<file path="src/hw/rtl/hbtm_pkg.sv">
// Shared types and constants of the Hamming best-two matcher.
// Used by the matcher, its port checker and the benches; depends on nothing.
package hbtm_pkg;

  localparam int INDEX_BITS     = 12;
  localparam int DESC_BITS      = 256;
  localparam int WORD_BITS      = 64;
  localparam int DIST_BITS      = $clog2(DESC_BITS + 1);
  localparam int LEVEL_BITS     = 3;
  // A stored level carries one bit more so that it can say "no level".
  localparam int SLVL_BITS      = LEVEL_BITS + 1;
  localparam int RATIO_FRAC     = 8;
  localparam int CFG_DATA_BITS  = 9;
  localparam int CFG_INDEX_BITS = 2;
  localparam int MODE_BITS      = 2;

  localparam logic [DIST_BITS-1:0] NO_DIST  = DIST_BITS'(DESC_BITS);
  localparam logic [SLVL_BITS-1:0] NO_LEVEL = SLVL_BITS'(1 << LEVEL_BITS);

  localparam logic [DIST_BITS-1:0] THRESHOLD_RESET = DIST_BITS'(50);
  localparam logic [DIST_BITS-1:0] RATIO_RESET     = DIST_BITS'(154);

  localparam logic [MODE_BITS-1:0] MODE_VOCAB = 2'd0;
  localparam logic [MODE_BITS-1:0] MODE_PROJ  = 2'd1;
  localparam logic [MODE_BITS-1:0] MODE_BEST  = 2'd2;

  localparam logic [CFG_INDEX_BITS-1:0] CFG_MATCH_MODE = 2'd0;
  localparam logic [CFG_INDEX_BITS-1:0] CFG_THRESHOLD  = 2'd1;
  localparam logic [CFG_INDEX_BITS-1:0] CFG_RATIO      = 2'd2;

  localparam logic OP_LOAD = 1'b0;
  localparam logic OP_CAND = 1'b1;

  typedef struct packed {
    logic                  op;
    logic [WORD_BITS-1:0]  desc_word0;
    logic [WORD_BITS-1:0]  desc_word1;
    logic [WORD_BITS-1:0]  desc_word2;
    logic [WORD_BITS-1:0]  desc_word3;
    logic [INDEX_BITS-1:0] cand_index;
    logic [LEVEL_BITS-1:0] cand_level;
    logic                  cand_excluded;
    logic                  last;
  } req_t;

  typedef struct packed {
    logic                  matched;
    logic [INDEX_BITS-1:0] best_index;
    logic [DIST_BITS-1:0]  best_distance;
    logic [DIST_BITS-1:0]  second_distance;
  } res_t;

endpackage

</file>
<file path="src/hw/rtl/hamming_best_two_matcher.sv">
// Hamming best-two matcher: popcount search, verdict stage and register file.
// Depends on hbtm_pkg.
//
// The block takes one item per clock cycle, but stalls a last candidate while
// the verdict stage is full. A query item loads the 256-bit descriptor and
// restarts the search; each candidate item is XORed with the query, its
// population count is taken and compared with the best and second-best
// distances, all in the cycle after it is accepted. That popcount and compare
// loop sets the rate of one item a cycle. A candidate flagged last sends its
// search result to a verdict stage, where the ratio product and threshold
// tests are applied, and the verdict is registered on the result channel.
// Configuration should be written only while no item is in flight.
module hamming_best_two_matcher (
  input  logic                                clk,
  input  logic                                rst,
  input  logic                                req_valid,
  output logic                                req_stall,
  input  hbtm_pkg::req_t                      req,
  output logic                                res_valid,
  input  logic                                res_stall,
  output hbtm_pkg::res_t                      res,
  input  logic                                cfg_we,
  input  logic [hbtm_pkg::CFG_INDEX_BITS-1:0] cfg_index,
  input  logic [hbtm_pkg::CFG_DATA_BITS-1:0]  cfg_data
);

  typedef struct packed {
    logic                                found;
    logic [hbtm_pkg::DIST_BITS-1:0]      best;
    logic [hbtm_pkg::DIST_BITS-1:0]      second;
    logic [hbtm_pkg::INDEX_BITS-1:0]     idx;
    logic [hbtm_pkg::SLVL_BITS-1:0]      best_lvl;
    logic [hbtm_pkg::SLVL_BITS-1:0]      second_lvl;
  } srch_t;

  localparam srch_t SRCH_CLEAR = '{
    found:      1'b0,
    best:       hbtm_pkg::NO_DIST,
    second:     hbtm_pkg::NO_DIST,
    idx:        '0,
    best_lvl:   hbtm_pkg::NO_LEVEL,
    second_lvl: hbtm_pkg::NO_LEVEL
  };

  localparam int PROD_BITS = 2 * hbtm_pkg::DIST_BITS;

  // Adder tree over the 256 bits, eight levels of independent pair sums.
  function automatic logic [hbtm_pkg::DIST_BITS-1:0] ones256(
    input logic [hbtm_pkg::DESC_BITS-1:0] v
  );
    logic [1:0] l1 [128];
    logic [2:0] l2 [64];
    logic [3:0] l3 [32];
    logic [4:0] l4 [16];
    logic [5:0] l5 [8];
    logic [6:0] l6 [4];
    logic [7:0] l7 [2];
    for (int i = 0; i < 128; i++) begin
      l1[i] = {1'b0, v[2*i]} + {1'b0, v[2*i+1]};
    end
    for (int i = 0; i < 64; i++) begin
      l2[i] = {1'b0, l1[2*i]} + {1'b0, l1[2*i+1]};
    end
    for (int i = 0; i < 32; i++) begin
      l3[i] = {1'b0, l2[2*i]} + {1'b0, l2[2*i+1]};
    end
    for (int i = 0; i < 16; i++) begin
      l4[i] = {1'b0, l3[2*i]} + {1'b0, l3[2*i+1]};
    end
    for (int i = 0; i < 8; i++) begin
      l5[i] = {1'b0, l4[2*i]} + {1'b0, l4[2*i+1]};
    end
    for (int i = 0; i < 4; i++) begin
      l6[i] = {1'b0, l5[2*i]} + {1'b0, l5[2*i+1]};
    end
    for (int i = 0; i < 2; i++) begin
      l7[i] = {1'b0, l6[2*i]} + {1'b0, l6[2*i+1]};
    end
    return {1'b0, l7[0]} + {1'b0, l7[1]};
  endfunction

  // Configuration registers.
  logic [hbtm_pkg::MODE_BITS-1:0] match_mode;
  logic [hbtm_pkg::DIST_BITS-1:0] dist_threshold;
  logic [hbtm_pkg::DIST_BITS-1:0] ratio_q8;

  // Search state.
  logic [hbtm_pkg::DESC_BITS-1:0] query_desc;
  srch_t                          srch;
  srch_t                          srch_next;

  // Input register and verdict stage.
  logic           s1_valid;
  hbtm_pkg::req_t s1_item;
  logic           s2_valid;
  srch_t          s2_srch;

  logic                           out_free;
  logic                           s2_free;
  logic                           s1_is_last;
  logic                           s1_go;
  logic                           s1_counted;
  logic [hbtm_pkg::DESC_BITS-1:0] s1_desc;
  logic [hbtm_pkg::DIST_BITS-1:0] cand_dist;
  logic [PROD_BITS-1:0]           lhs;
  logic [PROD_BITS-1:0]           rhs;
  logic                           verdict;

  assign out_free   = !res_valid || !res_stall;
  assign s2_free    = !s2_valid || out_free;
  assign s1_is_last = (s1_item.op == hbtm_pkg::OP_CAND) && s1_item.last;
  assign s1_go      = s1_valid && (!s1_is_last || s2_free);
  assign req_stall  = s1_valid && !s1_go;

  assign s1_desc   = {s1_item.desc_word3, s1_item.desc_word2,
                      s1_item.desc_word1, s1_item.desc_word0};
  assign cand_dist = ones256(query_desc ^ s1_desc);

  assign s1_counted = (s1_item.op == hbtm_pkg::OP_CAND) && !s1_item.cand_excluded;

  // A distance equal to the best only competes for second place.
  always_comb begin
    srch_next = srch;
    if (s1_counted) begin
      srch_next.found = 1'b1;
      if (cand_dist < srch.best) begin
        srch_next.second     = srch.best;
        srch_next.second_lvl = srch.best_lvl;
        srch_next.best       = cand_dist;
        srch_next.best_lvl   = {1'b0, s1_item.cand_level};
        srch_next.idx        = s1_item.cand_index;
      end else if (cand_dist < srch.second) begin
        srch_next.second     = cand_dist;
        srch_next.second_lvl = {1'b0, s1_item.cand_level};
      end
    end
  end

  always_ff @(posedge clk) begin
    if (rst) begin
      match_mode     <= hbtm_pkg::MODE_VOCAB;
      dist_threshold <= hbtm_pkg::THRESHOLD_RESET;
      ratio_q8       <= hbtm_pkg::RATIO_RESET;
    end else if (cfg_we) begin
      case (cfg_index)
        hbtm_pkg::CFG_MATCH_MODE: match_mode     <= cfg_data[hbtm_pkg::MODE_BITS-1:0];
        hbtm_pkg::CFG_THRESHOLD:  dist_threshold <= cfg_data[hbtm_pkg::DIST_BITS-1:0];
        hbtm_pkg::CFG_RATIO:      ratio_q8       <= cfg_data[hbtm_pkg::DIST_BITS-1:0];
        default: ;
      endcase
    end
  end

  always_ff @(posedge clk) begin
    if (rst) begin
      s1_valid <= 1'b0;
    end else if (!req_stall) begin
      s1_valid <= req_valid;
    end
  end

  always_ff @(posedge clk) begin
    if (req_valid && !req_stall) begin
      s1_item <= req;
    end
  end

  always_ff @(posedge clk) begin
    if (rst) begin
      query_desc <= '0;
      srch       <= SRCH_CLEAR;
    end else if (s1_go) begin
      if (s1_item.op == hbtm_pkg::OP_LOAD) begin
        query_desc <= s1_desc;
        srch       <= SRCH_CLEAR;
      end else if (s1_item.last) begin
        srch <= SRCH_CLEAR;
      end else begin
        srch <= srch_next;
      end
    end
  end

  always_ff @(posedge clk) begin
    if (rst) begin
      s2_valid <= 1'b0;
    end else if (s1_go && s1_is_last) begin
      s2_valid <= 1'b1;
    end else if (out_free) begin
      s2_valid <= 1'b0;
    end
  end

  always_ff @(posedge clk) begin
    if (s1_go && s1_is_last) begin
      s2_srch <= srch_next;
    end
  end

  assign lhs = PROD_BITS'(s2_srch.best) << hbtm_pkg::RATIO_FRAC;
  assign rhs = PROD_BITS'(ratio_q8) * PROD_BITS'(s2_srch.second);

  always_comb begin
    verdict = 1'b0;
    if (s2_srch.found) begin
      case (match_mode)
        hbtm_pkg::MODE_VOCAB: verdict = (s2_srch.best <= dist_threshold) && (lhs < rhs);
        hbtm_pkg::MODE_PROJ: begin
          verdict = (s2_srch.best <= dist_threshold) &&
                    !((s2_srch.best_lvl == s2_srch.second_lvl) && (lhs > rhs));
        end
        hbtm_pkg::MODE_BEST:  verdict = s2_srch.best < dist_threshold;
        default:              verdict = 1'b0;
      endcase
    end
  end

  always_ff @(posedge clk) begin
    if (rst) begin
      res_valid <= 1'b0;
    end else if (out_free) begin
      res_valid <= s2_valid;
    end
  end

  always_ff @(posedge clk) begin
    if (out_free && s2_valid) begin
      res.matched         <= verdict;
      res.best_index      <= s2_srch.idx;
      res.best_distance   <= s2_srch.best;
      res.second_distance <= s2_srch.second;
    end
  end

endmodule

</file>
<file path="config.mk">
export PLATFORM = sky130hd
export DESIGN_NAME = hamming_best_two_matcher
export DESIGN_NICKNAME = d
export VERILOG_FILES = /design/src/hw/rtl/hbtm_pkg.sv /design/src/hw/rtl/hamming_best_two_matcher.sv
export SDC_FILE = /design/constraint.sdc
export NUM_CORES = 2
export LEC_CHECK = 0
export ABC_AREA = 1
export ABC_CLOCK_PERIOD_IN_PS = 10700
export BUFFER_PORTS_ARGS = -buffer_cell sky130_fd_sc_hd__buf_2
export CAP_MARGIN = 20
export CORE_ASPECT_RATIO = 0.5
export CORE_MARGIN = 2
export CORE_UTILIZATION = 60
export CTS_CLUSTER_DIAMETER = 200
export DETAILED_ROUTE_END_ITERATION = 6
export PLACE_DENSITY_LB_ADDON = 0.08
export SYNTH_ARGS = -nofsm -noshare
export SYNTH_HDL_FRONTEND = slang
export SYNTH_SLANG_ARGS = --single-unit
</file>
<file path="constraint.sdc">
create_clock -name clk -period 10.7 [get_ports clk]
set_input_delay 1.07 -clock clk [delete_from_list [all_inputs] [get_ports clk]]
set_output_delay 1.07 -clock clk [all_outputs]
set_load 0.005 [all_outputs]
</file>
# After elaboration in Yosys (flattened, before gate mapping)
# Cells that the tools add are included.
# totals
reg_bits,662
input_bits,290
out_inout_bits,33
elab_cells,341
# op_classes
add_sub_neg,255
mul,1
n_lt_le_gt_ge,6
n_eq_ne,5
muxes,12
bitwise_logic,2
n_reduce_logical,28
# op_table
op,count
$add A1 B1 Y2,128
$xor A256 B256 Y256,1
$add A2 B2 Y3,64
$add A3 B3 Y4,32
$mux W39,3
$add A4 B4 Y5,16
$add A5 B5 Y6,8
$add A6 B6 Y7,4
$lt A9 B9 Y1,3
$mux W9,3
$gt A17 B18 Y1,1
$lt A17 B18 Y1,1
$mul A9 B9 Y18,1
$add A7 B7 Y8,2
$mux W16,1
$logic_and A1 B1 Y1,10
$add A8 B8 Y9,1
$le A9 B9 Y1,1
$logic_not A1 Y1,8
$mux W4,2
$reduce_and A2 Y1,4
$eq A2 B1 Y1 const B,2
$eq A2 B2 Y1 const B,2
$eq A4 B4 Y1,1
6 further kinds,10

# Logic depth before layout (Yosys ltp)
# depth
ltp_word,15
ltp_mapped,44
ltp_nobuf,44

# Least setup slack after synthesis
# No wires, ideal clock.
# synth_path
kind,flip-flop to flip-flop
from,reg s1_item (netlist bit s1_desc[189])
to,reg s2_srch[25] in the netlist's numbering (data pin)
setup_time_ns,0.256
arrival_ns,8.739
t_required_ns,10.444
path_slack_ns,1.705
stages_incl_launch_ff,37
n_path_buf,1
period_less_slack_ns,8.995
cell_sequence,edfxtp_1 -> xor2_1 -> fa_1 -> inv_1 -> fa_1 -> fa_1 -> inv_1 -> fa_1 -> inv_1 -> fa_1 -> inv_1 -> fa_1 -> inv_1 -> fa_1 -> fa_1 -> inv_1 -> fa_1 -> inv_1 -> fa_1 -> inv_1 -> fa_1 -> ha_1 -> fa_1 -> nand3_1 -> nand2_1 -> or2_2 -> nand2_1 -> inv_1 -> ha_1 -> nand2_1 -> nor2_1 -> o211ai_4 -> nand4_4 -> inv_4 -> buf_12 -> a21oi_2 -> nand2_2
# synth_rtl
element,line_no,rtl
from (decl),hamming_best_two_matcher.sv:94,hbtm_pkg::req_t s1_item;
from (signal assigned),hamming_best_two_matcher.sv:164,s1_item <= req;
to (signal assigned),hamming_best_two_matcher.sv:196,s2_srch <= srch_next;
to (decl),hamming_best_two_matcher.sv:96,srch_t s2_srch;

==> out/qor.tcl <==
set qor(status) {finished, violations left}
set qor(failed_checks) {slew limit}
set qor(die_x_um) 342
set qor(dpl.cell_count) 4204
set qor(n_fill_cell) 4303
set qor(detail-route-antenna-nets) 0
set qor(grt_first_pass_wirelength_um) 121000
set qor(layout_min_cycle_time_ns) 10.07
set qor(class_of_the_worst_hold_path) {reg2reg}
set qor(ioPinCount) 323
set qor(clk-insertion-delay-late_ns) 0.61
set qor(share_of_async_settable_or_async_resettable_flops_after_synthesis) 0
set qor(critical_path.max_fanout) 33
set qor(synth_top_area_share) 0.301
set qor(cell_taking_the_most_area_after_synthesis) {edfxtp_1}
set qor(htreeDepth) 2
set qor(yosysSeqAreaShare) 0.487
set qor(cts.path.max_buffers) 3
set qor(grt_usage) 0.260
set qor(drc) 0
set qor(post_drt_wl_per_cell_um) 17.3
set qor(layout-area-overhead-vs-synth_pct) 12.0
set qor(cts-buffers-inserted) 57
set qor(first_pass_iters) 5
set qor(cap_violations) 0
set qor(synth_cell_types) 42
set qor(min_path_cells) 0
set qor(via_per_inst) 5.17
set qor(path_common_cell) {fa_1}
set qor(clk_root_buffer_cell) {clkbuf_16}
set qor(num_vias) 22300
set qor(tritoncts) {yes}
set qor(critical_path.max_stage_delay_ns) 0.55
set qor(grt.overflow.total) 0
set qor(synth.cell_area_um2) 34300
set qor(most-common-layout-cells) {532 x nor2_1, 415 x inv_1, 344 x edfxtp_1}
set qor(worst_clock_skew_ns) 0.0184
set qor(postSynthAreaPerCell_um2) 10.6
set qor(first_global_vias) 23000
set qor(rsz0062_at_grt) {false}
set qor(dieArea_um2) 59200
set qor(cts.hold.buffers_added) 0
set qor(detailedPlacementHpwl_um) 52800
set qor(synth.yosys.warnings) 0
set qor(hold_viol) 0
set qor(cts_repair_resize_count) 0
set qor(setup_viol) 0
set qor(layout.cells.non_filler) 4319
set qor(critPathCaptureType) {register}
set qor(synthesis.nets) 3932
set qor(place_congestion) 0.912
set qor(cp_top_family) {adder cells}
set qor(grt_max_degree) 250
set qor(placement.io_buffers) 322
set qor(initial_antenna_violation_count) 10
set qor(die_boundary_height_um) 173
set qor(postCtsSetupRepairBufs) 0
set qor(ys_seq_elements) 662
set qor(cpMaxStageDelayCell) {fa_1}
set qor(post_synth_inst_count) 3239
set qor(slew_viol_final) 34
set qor(worst-endpoint-arrival_ns) 10.41
set qor(fmax_mhz) 99.3
set qor(timing_worst_setup_path_type) {reg2reg}
set qor(start_kind) {register}
set qor(drtIter0Drc) 1660
set qor(reg2reg_depth) 35
set qor(fin_worst_hold_slack_ns) 0.420
set qor(layout.core_utilization) 0.685
set qor(timing.final.crit_share) 0.941
set qor(setup_total_negative_slack_ns) 0
set qor(worstMarginPinSlew_ns) 1.52
set qor(worst-path-stages) 35
set qor(synth_enable_flop_cells) 344
set qor(most_common_library_cell_in_the_layout_ignoring_fill_and_taps) {nor2_1}
set qor(worst_slew_margin_rel) -0.0103
set qor(floorplan.rows) 61
set qor(clk_transition_reported_paths_ns) 0.07
set qor(coreArea_um2) 56000
set qor(routed_wl_um) 74800
set qor(critPathBufInv) 10
set qor(clkSinkCount) 662
set qor(synth_top_cells_by_area) {edfxtp_1 30%, dfxtp_1 19%, fa_1 17%, nor2_1 5.8%, inv_1 4.6%}
set qor(fin_nets) 4200
set qor(share_of_layout_cells_above_drive_strength_1) 0.130
set qor(start_util) 0.612
set qor(yosys_most_used_dff) {edfxtp_1}
set qor(data_required_time_at_the_worst_endpoint_ns) 11.04
flip-flops by register name (all words and copies together) (netlist names):
| signal | flops |
|---|---|
| dist_threshold | 9 |
| lhs | 9 |
| match_mode | 2 |
| query_desc | 256 |
| ratio_q8 | 9 |
| res | 31 |
| res_valid | 1 |
| s1_desc | 256 |
| s1_item | 18 |
| s1_valid | 1 |
| s2_srch | 30 |
| s2_valid | 1 |
| srch | 39 |
synth_stat cells (85+ instances only):
cell type,instances
xnor2_1,122
edfxtp_1,344
o21ai_0,290
clkbuf_1,105
fa_1,292
inv_1,418
xor2_1,151
ha_1,111
nand2_1,337
nor2_1,534
dfxtp_1,318
a21oi_1,85
per-layer routing:
layer,global-route usage,part of all wire,vias to the layer above
met4,0.0735,0.027,0
met5,0,0,-
li1,-,-,10800
met2,0.434,0.49,549
met1,0.353,0.43,10900
met3,0.0422,0.049,123
kinds of logic (layout without fill, tap and decap cells):
family | after synthesis | in the layout | synth area share
buffers and inverters | 548 | 863 | 0.0616
and+or+nand+nor | 950 | 950 | 0.109
xor gates and xnor gates | 273 | 273 | 0.0698
AOI/OAI and AO/OA | 403 | 403 | 0.0616
adders and majority gates | 403 | 403 | 0.211
other | 0 | 9 | 0
DFF | 662 | 662 | 0.487
final timing paths:
check	slack [ns]	startpoint	end
min	0.42	s2_srch[10]	res[20]
max	0.63	s1_desc[189]	s2_srch[23]
max reg2reg	0.63	s1_desc[189]	s2_srch[23]
min reg2reg	0.42	s2_srch[10]	res[20]
cell type report:
cell class / instances / area, um^2 / area share
Clock inverter: 28 / 297 / 0.00773
Clock buffer: 78 / 1610 / 0.0419
Antenna cell: 9 / 22.5 / 0.000587
Timing Repair Buffer: 336 / 1730 / 0.0451
Multi-Input combinational cell: 2029 / 15500 / 0.403
Inverter: 421 / 1600 / 0.0418
Sequential cell: 662 / 16700 / 0.435
Tap cell: 756 / 946 / 0.0246
metrics by stage:
stage          setup WS, ns  area [um^2]
3_5_place_dp          0.650        36500
3_3_place_gp          0.764        36500
5_1_grt              0.0842        38400
4_1_cts               0.581        38400
6_report              0.627        38400
2_1_floorplan          1.70        34300
Power is left out: the tool's default activity adds up to more than one toggle a clock period on the data nets, which glitch-free logic cannot reach.
